**config.mk**
```make
export PLATFORM = sky130hd
export DESIGN_NAME = string_to_signed_integer_parser_core
export DESIGN_NICKNAME = d
export VERILOG_FILES = /design/src/sv/s2i_pkg.sv /design/src/sv/s2i_mac.sv /design/src/sv/s2i_parse.sv /design/src/sv/s2i_out_buf.sv /design/src/sv/string_to_signed_integer_parser_core.sv
export SDC_FILE = /design/constraint.sdc
export NUM_CORES = 2
export LEC_CHECK = 0
export ABC_AREA = 1
export BUFFER_PORTS_ARGS = -buffer_cell sky130_fd_sc_hd__buf_4
export CORE_UTILIZATION = 45
export CTS_CLUSTER_DIAMETER = 30
export CTS_CLUSTER_SIZE = 24
export DETAILED_ROUTE_END_ITERATION = 8
export SYNTH_ARGS = -nofsm -noshare
export SYNTH_HDL_FRONTEND = slang
export SYNTH_SLANG_ARGS = --single-unit
```
**constraint.sdc**
```tcl
create_clock -name aclk -period 13.12 [get_ports aclk]
set_clock_uncertainty 0.1 [all_clocks]
set_input_delay 1.968 -clock aclk [delete_from_list [all_inputs] [get_ports aclk]]
set_output_delay 1.968 -clock aclk [all_outputs]
set_load 0.01 [all_outputs]
```
**src/sv/s2i_pkg.sv**
```systemverilog
// Package for the string-to-signed-integer parser: character codes, parse
// phases, result record and the digit decoder.
// No dependencies; every other file of the block uses it.
`default_nettype none

package s2i_pkg;

    localparam int POSITION_BITS_DEF = 16;

    localparam logic [7:0] CH_SPACE  = 8'h20;
    localparam logic [7:0] CH_MINUS  = 8'h2D;
    localparam logic [7:0] CH_PLUS   = 8'h2B;
    localparam logic [7:0] CH_ZERO   = 8'h30;
    localparam logic [7:0] CH_NINE   = 8'h39;
    localparam logic [7:0] CH_A_UP   = 8'h41;
    localparam logic [7:0] CH_Z_UP   = 8'h5A;
    localparam logic [7:0] CH_A_LO   = 8'h61;
    localparam logic [7:0] CH_Z_LO   = 8'h7A;
    localparam logic [7:0] CH_X_UP   = 8'h58;
    localparam logic [7:0] CH_X_LO   = 8'h78;
    // Offsets that map letters onto digit values 10..35.
    localparam logic [7:0] UP_BIAS   = 8'h37;
    localparam logic [7:0] LO_BIAS   = 8'h57;

    localparam logic [5:0] NOT_A_DIGIT = 6'd36;
    localparam logic [5:0] RADIX_AUTO  = 6'd0;
    localparam logic [5:0] RADIX_OCT   = 6'd8;
    localparam logic [5:0] RADIX_DEC   = 6'd10;
    localparam logic [5:0] RADIX_HEX   = 6'd16;
    localparam logic [5:0] RADIX_RESET = 6'd10;

    localparam logic [63:0] LIM_POS = 64'h7FFF_FFFF_FFFF_FFFF;
    localparam logic [63:0] LIM_NEG = 64'h8000_0000_0000_0000;

    typedef enum logic [2:0] {
        PH_IDLE     = 3'd0,
        PH_LEAD     = 3'd1,
        PH_SIGNED   = 3'd2,
        PH_ZERO     = 3'd3,
        PH_HEXFIRST = 3'd4,
        PH_DIGITS   = 3'd5,
        PH_DONE     = 3'd6
    } phase_t;

    typedef struct packed {
        logic signed [63:0] value;
        logic [15:0]        end_offset;
        logic               converted;
        logic               saturated;
    } result_t;

    function automatic logic [5:0] digit_of(input logic [7:0] ch);
        logic [5:0] dv;
        dv = NOT_A_DIGIT;
        if (ch >= CH_ZERO && ch <= CH_NINE) begin
            dv = 6'(ch - CH_ZERO);
        end else if (ch >= CH_A_UP && ch <= CH_Z_UP) begin
            dv = 6'(ch - UP_BIAS);
        end else if (ch >= CH_A_LO && ch <= CH_Z_LO) begin
            dv = 6'(ch - LO_BIAS);
        end
        return dv;
    endfunction

endpackage

`default_nettype wire

```
**src/sv/s2i_mac.sv**
```systemverilog
// Accumulator step for the parser: acc * radix + digit with a range check
// against the signed 64-bit limit of the current sign. Uses s2i_pkg.
`default_nettype none

module s2i_mac (
    input  wire logic [63:0] acc,
    input  wire logic [5:0]  radix,
    input  wire logic [5:0]  digit,
    input  wire logic        negative,
    output logic      [63:0] sum,
    output logic             overflow
);

    logic [69:0] prod;
    logic [70:0] total;
    logic [63:0] lim;

    always_comb begin
        lim      = negative ? s2i_pkg::LIM_NEG : s2i_pkg::LIM_POS;
        prod     = 70'(acc) * 70'(radix);
        total    = 71'(prod) + 71'(digit);
        sum      = total[63:0];
        // The parser uses the flag only for a digit below the radix, and then
        // this matches the quotient and remainder test against the limit.
        overflow = total > 71'(lim);
    end

endmodule

`default_nettype wire

```
**src/sv/s2i_parse.sv**
```systemverilog
// Parse state machine of the string-to-signed-integer parser: phase, sign, radix,
// accumulator, overflow, digit-seen and position registers, one character per transfer.
// Uses s2i_pkg and s2i_mac.
`default_nettype none

module s2i_parse #(
    parameter int POSITION_BITS = s2i_pkg::POSITION_BITS_DEF
) (
    input  wire logic              aclk,
    input  wire logic              aresetn,
    input  wire logic              in_fire,
    input  wire logic [7:0]        char_in,
    input  wire logic              string_start,
    input  wire logic [5:0]        radix_cfg,
    output logic                   res_push,
    output s2i_pkg::result_t       res
);

    localparam logic [POSITION_BITS-1:0] POS_MAX = {POSITION_BITS{1'b1}};
    localparam logic [POSITION_BITS-1:0] POS_ONE = {{(POSITION_BITS-1){1'b0}}, 1'b1};

    s2i_pkg::phase_t           phase_reg, phase_next, ph_e;
    logic                      neg_reg, neg_next, neg_e;
    logic [5:0]                ar_reg, ar_next, ar_e;
    logic [63:0]               acc_reg, acc_next, acc_e;
    logic                      ovf_reg, ovf_next, ovf_e;
    logic                      ds_reg, ds_next, ds_e;
    logic [POSITION_BITS-1:0]  pos_reg, pos_next, pos_e;

    logic [5:0]  dv;
    logic [5:0]  ar_first, ar_zero, mac_r;
    logic        zero_pref, is_x, active;
    logic        take, emit, neg_set, load_x, ds_force, zero_base, use_xpos;
    logic [63:0] mac_base, mac_sum;
    logic        mac_ovf;
    logic        ds_o;
    logic [63:0] val_o;
    logic [POSITION_BITS-1:0] end_pos;

    // A start flag restarts the parse with this very character.
    always_comb begin
        ph_e  = string_start ? s2i_pkg::PH_LEAD : phase_reg;
        neg_e = string_start ? 1'b0 : neg_reg;
        ar_e  = string_start ? radix_cfg : ar_reg;
        acc_e = string_start ? 64'd0 : acc_reg;
        ovf_e = string_start ? 1'b0 : ovf_reg;
        ds_e  = string_start ? 1'b0 : ds_reg;
        pos_e = string_start ? '0 : pos_reg;
    end

    always_comb begin
        dv        = s2i_pkg::digit_of(char_in);
        zero_pref = (char_in == s2i_pkg::CH_ZERO) &&
                    (ar_e == s2i_pkg::RADIX_AUTO || ar_e == s2i_pkg::RADIX_HEX);
        is_x      = (char_in == s2i_pkg::CH_X_LO) || (char_in == s2i_pkg::CH_X_UP);
        ar_first  = (ar_e == s2i_pkg::RADIX_AUTO) ? s2i_pkg::RADIX_DEC : ar_e;
        ar_zero   = (ar_e == s2i_pkg::RADIX_AUTO) ? s2i_pkg::RADIX_OCT : ar_e;
        active    = (ph_e != s2i_pkg::PH_IDLE) && (ph_e != s2i_pkg::PH_DONE);
    end

    // Next phase and step decisions.
    always_comb begin
        phase_next = ph_e;
        ar_next    = ar_e;
        mac_r      = ar_e;
        take       = 1'b0;
        emit       = 1'b0;
        neg_set    = 1'b0;
        load_x     = 1'b0;
        ds_force   = 1'b0;
        zero_base  = 1'b0;
        use_xpos   = 1'b0;
        unique case (ph_e)
            s2i_pkg::PH_LEAD, s2i_pkg::PH_SIGNED: begin
                priority if (ph_e == s2i_pkg::PH_LEAD && char_in == s2i_pkg::CH_SPACE) begin
                    phase_next = ph_e;
                end else if (ph_e == s2i_pkg::PH_LEAD && char_in == s2i_pkg::CH_MINUS) begin
                    neg_set    = 1'b1;
                    phase_next = s2i_pkg::PH_SIGNED;
                end else if (ph_e == s2i_pkg::PH_LEAD && char_in == s2i_pkg::CH_PLUS) begin
                    phase_next = s2i_pkg::PH_SIGNED;
                end else if (zero_pref) begin
                    phase_next = s2i_pkg::PH_ZERO;
                end else begin
                    ar_next = ar_first;
                    mac_r   = ar_first;
                    if (dv < ar_first) begin
                        take       = 1'b1;
                        phase_next = s2i_pkg::PH_DIGITS;
                    end else begin
                        emit       = 1'b1;
                        phase_next = s2i_pkg::PH_DONE;
                    end
                end
            end
            s2i_pkg::PH_ZERO: begin
                if (is_x) begin
                    ar_next    = s2i_pkg::RADIX_HEX;
                    load_x     = 1'b1;
                    phase_next = s2i_pkg::PH_HEXFIRST;
                end else begin
                    // The leading zero counts as a converted digit.
                    ar_next  = ar_zero;
                    mac_r    = ar_zero;
                    ds_force = 1'b1;
                    if (dv < ar_zero) begin
                        take       = 1'b1;
                        phase_next = s2i_pkg::PH_DIGITS;
                    end else begin
                        emit       = 1'b1;
                        phase_next = s2i_pkg::PH_DONE;
                    end
                end
            end
            s2i_pkg::PH_HEXFIRST: begin
                // A lone prefix falls back to the zero, ending at the 'x'.
                zero_base = 1'b1;
                ds_force  = 1'b1;
                mac_r     = s2i_pkg::RADIX_HEX;
                if (dv < s2i_pkg::RADIX_HEX) begin
                    take       = 1'b1;
                    phase_next = s2i_pkg::PH_DIGITS;
                end else begin
                    emit       = 1'b1;
                    use_xpos   = 1'b1;
                    phase_next = s2i_pkg::PH_DONE;
                end
            end
            s2i_pkg::PH_DIGITS: begin
                if (dv < ar_e) begin
                    take       = 1'b1;
                    phase_next = s2i_pkg::PH_DIGITS;
                end else begin
                    emit       = 1'b1;
                    phase_next = s2i_pkg::PH_DONE;
                end
            end
            default: begin
                phase_next = ph_e;
            end
        endcase
    end

    assign mac_base = zero_base ? 64'd0 : acc_e;

    s2i_mac u_mac (
        .acc      (mac_base),
        .radix    (mac_r),
        .digit    (dv),
        .negative (neg_e),
        .sum      (mac_sum),
        .overflow (mac_ovf)
    );

    // Datapath next values.
    always_comb begin
        neg_next = neg_e | neg_set;
        acc_next = mac_base;
        ovf_next = ovf_e;
        ds_next  = ds_e | ds_force;
        if (load_x) begin
            acc_next = 64'(pos_e);
        end
        if (take) begin
            ds_next = 1'b1;
            if (ovf_e || mac_ovf) begin
                ovf_next = 1'b1;
            end else begin
                acc_next = mac_sum;
            end
        end
        if (active && pos_e != POS_MAX) begin
            pos_next = pos_e + POS_ONE;
        end else begin
            pos_next = pos_e;
        end
    end

    // Result of a terminating character.
    always_comb begin
        ds_o    = ds_e | ds_force;
        end_pos = use_xpos ? acc_e[POSITION_BITS-1:0] : pos_e;
        if (!ds_o) begin
            val_o = 64'd0;
        end else if (ovf_e) begin
            val_o = neg_e ? s2i_pkg::LIM_NEG : s2i_pkg::LIM_POS;
        end else begin
            val_o = neg_e ? (64'd0 - mac_base) : mac_base;
        end
        res.value      = $signed(val_o);
        res.end_offset = ds_o ? 16'(end_pos) : 16'd0;
        res.converted  = ds_o;
        res.saturated  = ds_o & ovf_e;
        res_push       = in_fire & emit;
    end

    always_ff @(posedge aclk) begin
        if (!aresetn) begin
            phase_reg <= s2i_pkg::PH_IDLE;
            neg_reg   <= 1'b0;
            ar_reg    <= 6'd0;
            acc_reg   <= 64'd0;
            ovf_reg   <= 1'b0;
            ds_reg    <= 1'b0;
            pos_reg   <= '0;
        end else if (in_fire) begin
            phase_reg <= phase_next;
            neg_reg   <= neg_next;
            ar_reg    <= ar_next;
            acc_reg   <= acc_next;
            ovf_reg   <= ovf_next;
            ds_reg    <= ds_next;
            pos_reg   <= pos_next;
        end
    end

`ifndef SYNTH
    a_take_xor_emit: assert property (@(posedge aclk) disable iff (!aresetn)
        !(take && emit))
        else $error("digit taken and number ended on the same character");

    a_done_after_emit: assert property (@(posedge aclk) disable iff (!aresetn)
        res_push |=> phase_reg == s2i_pkg::PH_DONE)
        else $error("parser not finished after emitting a result");

    a_quiet_outside: assert property (@(posedge aclk) disable iff (!aresetn)
        in_fire && !string_start &&
        (phase_reg == s2i_pkg::PH_IDLE || phase_reg == s2i_pkg::PH_DONE) |-> !res_push)
        else $error("result emitted outside a string");

    a_sat_needs_digit: assert property (@(posedge aclk) disable iff (!aresetn)
        res_push |-> (!res.saturated || res.converted))
        else $error("saturated result without a converted digit");
`endif

endmodule

`default_nettype wire

```
**src/sv/s2i_out_buf.sv**
```systemverilog
// Result register of the parser: holds one result until its transfer on
// the output channel. Uses s2i_pkg for the result record.
`default_nettype none

module s2i_out_buf (
    input  wire logic             aclk,
    input  wire logic             aresetn,
    input  wire logic             push,
    input  wire s2i_pkg::result_t res_in,
    output logic                  can_take,
    output logic                  m_valid,
    input  wire logic             m_ready,
    output s2i_pkg::result_t      res_out
);

    logic             valid_reg, valid_next;
    s2i_pkg::result_t res_reg;

    // The slot is free when empty or when its result leaves this cycle.
    assign can_take = !valid_reg || m_ready;
    assign m_valid  = valid_reg;
    assign res_out  = res_reg;

    always_comb begin
        if (push) begin
            valid_next = 1'b1;
        end else if (m_ready) begin
            valid_next = 1'b0;
        end else begin
            valid_next = valid_reg;
        end
    end

    always_ff @(posedge aclk) begin
        if (!aresetn) begin
            valid_reg <= 1'b0;
        end else begin
            valid_reg <= valid_next;
        end
    end

    always_ff @(posedge aclk) begin
        if (push) begin
            res_reg <= res_in;
        end
    end

endmodule

`default_nettype wire

```
**src/sv/string_to_signed_integer_parser_core.sv**
```systemverilog
// Streaming string-to-signed-64-bit-integer parser, one character per transfer.
// Throughput: one character per cycle, set by the combinational multiply-add and
// limit compare; s_ready drops only while a result is held and m_ready is low.
// A result appears on m_valid in the cycle after the transfer of the character
// that ends the number. Reset (aresetn low, synchronous) idles the parser,
// empties the result register and sets the radix register to 10.
`default_nettype none

module string_to_signed_integer_parser_core #(
    parameter int POSITION_BITS = s2i_pkg::POSITION_BITS_DEF
) (
    input  wire logic               aclk,
    input  wire logic               aresetn,
    input  wire logic               cfg_valid,
    output logic                    cfg_ready,
    input  wire logic [5:0]         cfg_radix,
    input  wire logic               s_valid,
    output logic                    s_ready,
    input  wire logic [7:0]         s_char_in,
    input  wire logic               s_string_start,
    output logic                    m_valid,
    input  wire logic               m_ready,
    output logic signed [63:0]      m_value,
    output logic [15:0]             m_end_offset,
    output logic                    m_converted,
    output logic                    m_saturated
);

    logic             cfg_fire;
    logic [5:0]       radix_reg, radix_next;
    logic             in_fire;
    logic             res_push;
    s2i_pkg::result_t res_step, res_held;

    assign cfg_ready  = 1'b1;
    assign cfg_fire   = cfg_valid & cfg_ready;
    assign radix_next = cfg_radix;

    always_ff @(posedge aclk) begin
        if (!aresetn) begin
            radix_reg <= s2i_pkg::RADIX_RESET;
        end else if (cfg_fire) begin
            radix_reg <= radix_next;
        end
    end

    assign in_fire = s_valid & s_ready;

    s2i_parse #(
        .POSITION_BITS (POSITION_BITS)
    ) u_parse (
        .aclk         (aclk),
        .aresetn      (aresetn),
        .in_fire      (in_fire),
        .char_in      (s_char_in),
        .string_start (s_string_start),
        .radix_cfg    (radix_reg),
        .res_push     (res_push),
        .res          (res_step)
    );

    s2i_out_buf u_out (
        .aclk     (aclk),
        .aresetn  (aresetn),
        .push     (res_push),
        .res_in   (res_step),
        .can_take (s_ready),
        .m_valid  (m_valid),
        .m_ready  (m_ready),
        .res_out  (res_held)
    );

    assign m_value      = res_held.value;
    assign m_end_offset = res_held.end_offset;
    assign m_converted  = res_held.converted;
    assign m_saturated  = res_held.saturated;

endmodule

`default_nettype wire

```
* Yosys cells after proc, flatten, opt, wreduce, memory -nomap -nowiden *
Cells that the tools add are included.

operators by class
  add/sub/neg operators = 6
  multiply operators = 1
  div/mod/pow operators = 0
  order comparisons = 11
  equality and inequality tests = 14
  shift operators = 0
  muxes and demuxes = 73
  bitwise gates (word level) = 5
  reductions and logical operators = 18

operators with widths
  operator                                                           number
  2-to-1 mux 64 bit                                                  8
  2-to-1 mux 6 bit                                                   12
  adder 70 x 6 -> 71 bit                                             1
  greater-than comparator 71 x 64 -> 1 bit                           1
  multiplier 64 x 6 -> 70 bit                                        1
  subtractor 1 x 64 -> 64 bit, first input constant                  1
  2-to-1 mux 16 bit                                                  3
  2-to-1 mux 1 bit                                                   34
  == test 8 x 6 -> 1 bit, second input constant                      4
  less-than comparator 6 bit                                         3
  2-to-1 mux 3 bit                                                   6
  one-hot mux 6 bit (3 select lines)                                 1
  adder 16 x 1 -> 16 bit, second input constant                      1
  == test 8 x 7 -> 1 bit, second input constant                      2
  greater-or-equal comparator 8 x 7 -> 1 bit, second input constant  2
  <= comparator 8 x 7 -> 1 bit, second input constant                2
  != test 16 bit, second input constant                              1
  one-hot mux 3 bit (4 select lines)                                 1
  one-hot mux 6 bit (2 select lines)                                 1
  subtractor 6 bit, second input constant                            2
  logical AND 1 bit                                                  9
  greater-or-equal comparator 8 x 6 -> 1 bit, second input constant  1
  <= comparator 8 x 6 -> 1 bit, second input constant                1
  2-to-1 mux 2 bit                                                   4
  other kinds (17)                                                   26

word-level totals
  register bits after elaboration = 181
  latch bits = 0
  bits in writable memories = 0
  memory bits (read-only) = 0
  input bits = 20
  output and inout port bits = 85
  memories kept = 0

* Longest topological paths before layout *
  depth in word-level cells = 15
  depth in mapped cells = 57
  mapped depth without buffers = 55

* Cells and area by module *
From an unflattened synthesis, not the netlist that was laid out.

second synthesis, totals
  cells, all modules = 4487
  area, all modules = 30141.4 µm²

modules (own cells, without submodules)
  module                                times used  cells an instance  area each (µm²)  sequential area each (µm²)
  s2i_mac                               1           2440               16035.4          0.0
  s2i_parse                             1           1921               11333.4          1841.8
  s2i_out_buf                           1           88                 2508.7           2482.4
  string_to_signed_integer_parser_core  1           38                 264.0            120.1

* Worst setup path before layout *
Ideal clock, no wire load.

  path type = input -> register
  from = input s_string_start
  to = register u_parse.acc_reg[10]
  library setup time = 0.132 ns
  arrival = 9.296 ns
  data required time = 12.888 ns
  slack = 3.591 ns
  stages = 49
  cells stage by stage = buf_6 -> inv_2 -> buf_4 -> buf_6 -> nand2_1 -> nand2_1 -> nor3_1 -> inv_1 -> nor2_1 -> inv_1 -> nand2_1 -> nand2_1 -> o221ai_2 -> clkbuf_1 -> nand2_1 -> fa_1 -> fa_1 -> inv_1 -> [... 13 more ...] -> nand3_1 -> nand3_1 -> nand2_1 -> nand2_1 -> or2_2 -> nand2_1 -> inv_1 -> ha_1 -> nand2_1 -> nor3_1 -> nor4b_1 -> nand4_1 -> nand2_1 -> clkbuf_1 -> clkbuf_1 -> nand4_1 -> nand3_1 -> a21oi_1

on the way
  cells in the longest elaborated chain, start to end = 15
  elaborated cells between the ends (all ways) = 50

ends and longest elaborated chain
  element                                                    RTL line                                           source
  from (decl)                                                string_to_signed_integer_parser_core.sv:20         input wire logic s_string_start,
  2-to-1 mux 6 bit                                           s2i_parse.sv:44                                    ar_e = string_start ? radix_cfg : ar_reg;
  == test 6 x 5 -> 1 bit or zero test 6 bit (tied branches)  s2i_parse.sv:54, s2i_parse.sv:56, s2i_parse.sv:57
  logical OR 1 bit                                           s2i_parse.sv:54                                    (ar_e == s2i_pkg::RADIX_AUTO || ar_e == s2i_pkg::RADIX_HEX);
  logical AND 1 bit                                          s2i_parse.sv:53                                    zero_pref = (char_in == s2i_pkg::CH_ZERO) &&
  2-to-1 mux 6 bit                                           s2i_parse.sv:82                                    end else if (zero_pref) begin
  2-to-1 mux 6 bit                                           s2i_parse.sv:80                                    end else if (ph_e == s2i_pkg::PH_LEAD && char_in == s2i_pkg::CH_PLUS) begin
  2-to-1 mux 6 bit                                           s2i_parse.sv:77                                    end else if (ph_e == s2i_pkg::PH_LEAD && char_in == s2i_pkg::CH_MINUS) begin
  2-to-1 mux 6 bit                                           s2i_parse.sv:75                                    priority if (ph_e == s2i_pkg::PH_LEAD && char_in == s2i_pkg::CH_SPACE) begin
  one-hot mux 6 bit (3 select lines)                         s2i_parse.sv:73                                    unique case (ph_e)
  multiplier 64 x 6 -> 70 bit                                s2i_mac.sv:20                                      prod = 70'(acc) * 70'(radix);
  adder 70 x 6 -> 71 bit                                     s2i_mac.sv:21                                      total = 71'(prod) + 71'(digit);
  greater-than comparator 71 x 64 -> 1 bit                   s2i_mac.sv:25                                      overflow = total > 71'(lim);
  logical OR 1 bit                                           s2i_parse.sv:166                                   if (ovf_e || mac_ovf) begin
  2-to-1 mux 64 bit                                          s2i_parse.sv:166
  2-to-1 mux 64 bit *                                        s2i_parse.sv:164                                   if (take) begin
  to (signal assigned)                                       s2i_parse.sv:210                                   acc_reg <= acc_next;
  to (decl)                                                  s2i_parse.sv:25                                    logic [63:0] acc_reg, acc_next, acc_e;

Mark *: on every way between the ends. The rest lies on a longest branch, timed or not.
A chain may end at the register's enable or synchronous reset.

* Worst setup path after layout *
  from = input s_string_start
  to = register u_parse.acc_reg[21]

The elaborated chain is that of the path after synthesis.

==> metrics.md <==
| Metric | Value |
|---|---|
| Fmax | `0.08768 GHz` |
| Drt first-iter violations | `between 2,000 and 3,000` |
| Leakage power | `approximately 16 nW` |
| Synth area leaders | `fa_1 (18%), nand2_1 (14%), ha_1 (10%)` |
| Pwr dens | `between 70 and 80 nW/um2` |
| Period minus WS final | `11.40 ns` |
| Initial Util | `45.80%` |
| First-pass GRT wire length | `155.8 mm` |
| Max Transition Viols Final | `0` |
| Final setup fails | `0` |
| Clock sink count | `181` |
| Mapped Cells | `4,103` |
| Cell taking the most area after synthesis | `fa_1` |
| RSZ-0062 raised after global routing | `false` |
| Max-capacitance violation count | `0` |
| Top_reg_cell synth | `dfxtp_1` |
| Post-route ant nets | `0` |
| Avg WL per Cell | `20.28 um` |
| Hold Buf Count CTS | `0` |
| Crit path top cell by count | `inv_1` |
| Post-CTS Resized | `0` |
| Final hold viol count | `0` |
| Comb pwr share | `between 40% and 50%` |
| Root buf cell | `clkbuf_16` |
| Tot Pwr | `between 0.002 and 0.0025 W` |
| Die H | `250.5 um` |
| H-tree Lvls | `4` |
| Slew margin rel. | `about a quarter` |
| Critical Path End Type | `flip-flop` |
| Worst hold path class | `flip-flop to flip-flop` |
| Initial antenna violation count | `0` |
| Share of the synthesized area in the top cell type | `18.15%` |
| Sequential share of power | `a little under 30%` |
| Post-CTS setup buffer count | `0` |
| Drt via density | `approximately 5.6` |
| Vias in the first global route | `around 26,000` |
| Int Power | `0.001255 W` |
| #FFs+latches synth | `around 180` |
| Post-DP HPWL | `78.36 mm` |
| Die X | `250.5 um` |
| Worst-Margin Slew | `1.105 ns` |
| Pin count of the biggest net entering global routing | `85` |
| Clock-pin slew on the worst setup and hold paths | `0.08 ns` |
| Area grow syn2layout | `6.914%` |
| TritonCTS clock tree | `built` |
| Post-synth top cells | `nand2_1 (1,047), inv_1 (638), nor2_1 (501)` |
| Switching share of power | `45.95%` |
| Sequential-to-total area share from yosys stat | `15.99%` |
| Clock latency on the worst-skew pair | `around 0.48 ns` |
| Final nets | `between 4,000 and 5,000` |
| DRT Wirelength | `99.38 mm` |
| All-layer global routing usage | `approximately 32%` |
| DRT Pass-1 Iters | `8` |
| Max reg flops | `between 80 and 90` |
| Synth cell types | `65` |
| Layout cells sized above 1 | `7.479%` |
| Gr ovfl total | `0` |
| Cell area after synthesis | `between 20,000 and 30,000 um2` |
| Clock power share | `23.9%` |
| Row cnt | `90` |
| Core footprint | `60,700 um2` |
| CTS max path bufs | `2` |
| Post-synth EDFFs | `about 80` |
| Vias | `27,440` |
| Drt drc | `0` |
| Setup CP Type | `input pin to flip-flop` |
| Sw Pwr | `0.001067 W` |
| I/O pins | `105` |
| Fin crit share | `86.93%` |
| Inserted Clock Buffers | `17` |
| Max incr delay on CP | `0.56 ns` |
| IO Port Bufs | `103` |
| Count leader, synth | `nand2_1` |
| Setup TNS | `0 ns` |
| Syn. warnings | `0` |
| Asr flop ratio synth | `0%` |
| Syn_area_per_cell | `6.775 um2` |
| Req. time, crit path | `13.41 ns` |
| Worst setup SP type | `input pin` |
| Placer Congestion | `0.9551` |
| CP max FO | `44` |
| Data arrival, critical path | `11.69 ns` |
| Syn Nets | `4,607` |
| Status | `finished clean` |
| Peak VDD IR | `95.36 uV` |
| Die ar. | `about 63,000 um2` |
| Slowest CP cell | `o221ai_4` |
| Util after Layout | `48.96%` |
## power groups by stage
stage | logic [W] | registers (W) | clock network, W
after CTS | 0.00106 | 0.000684 | 0.000559
after floorplan | 0.000690 | 0.000707 | 0
after global routing | 0.00118 | 0.000690 | 0.000579
after global placement | 0.00105 | 0.000695 | 0
after detailed placement | 0.00105 | 0.000696 | 0
final | 0.00108 | 0.000684 | 0.000555
## layer usage
layer	global-route usage (%)	share of wire, %	vias to the layer above
met2	45.81	40	1427
met3	7.046	12	117
met5	0	0	-
li1	-	-	13000
met1	48.43	46	12910
met4	7.835	2.2	0
## critical path, delay by kind of cell
kind,cells,cell delay [ns]
adder cells (fa/ha/maj),6,2.49
AND/OR/NAND/NOR,16,3.10
buffers and inverters,10,1.90
AO/OA/AOI/OAI,6,1.79
XOR/XNOR,1,0.35
## stage by stage
step / setup slack, ns / cells / hold slack, ns / instance area (um2)
floorplan: 3.591 / 4103 / 0.3214 / 27800
global placement: 1.320 / 4868 / 0.3538 / 29110
detailed placement: 1.327 / 4868 / 0.3551 / 29110
CTS: 1.774 / 4900 / 0.3666 / 29720
global route: 0.9638 / 4900 / 0.3816 / 29720
finish: 1.715 / 4901 / 0.3654 / 29720
## layout by cell type (no fill, tap or decap), types with 13 or more instances in the layout
cell       netlist  routed
dfxtp_1         99      99
inv_2           34      34
o21ai_0        131     131
nand3_1        207     207
fa_1           252     252
inv_1          638     637
nand2_1       1047    1043
nand4_1         99      99
xnor2_1         22      22
a21oi_1        304     304
xor2_1          42      42
edfxtp_1        82      82
ha_1           232     232
nor3_1          41      41
nor2_1         501     498
buf_4            9     133
nand2_2         41      44
o21a_1          13      13
clkbuf_16        0      18
## layout make-up
cell class | count | area (um2)
Multi-Input combinational cell | 3090 | 20110
Antenna cell | 1 | 2.502
Sequential cell | 181 | 4444
Inverter | 681 | 2557
Tap cell | 782 | 978.4
Clock buffer | 18 | 450.4
Fill cell | 6355 | 30980
Timing Repair Buffer | 134 | 1018
Clock inverter | 14 | 156.4
## worst paths after layout
path / slack (ns) / cells after the start / end / startpoint
worst min-delay path: 0.37 / 2 / u_parse.ds_reg / u_parse.ds_reg
worst min register to register: 0.37 / 2 / u_parse.ds_reg / u_parse.ds_reg
worst max-delay path: 1.72 / 39 / u_parse.acc_reg[21] / s_string_start
worst max register to register: 2.80 / 41 / u_parse.acc_reg[21] / u_parse.ar_reg[5]
## logic make-up after synthesis
family / after synthesis / synth area share [%]
and+or+nand+nor: 2021 / 31.30
buffers and inverters: 832 / 11.84
AOI/OAI and AO/OA: 519 / 10.20
adders and majority gates: 484 / 28.59
DFF: 181 / 15.99
xor gates and xnor gates: 64 / 2.017
other: 1 / 0.01349
muxes: 1 / 0.04950
(Power assumes the default switching activity.)
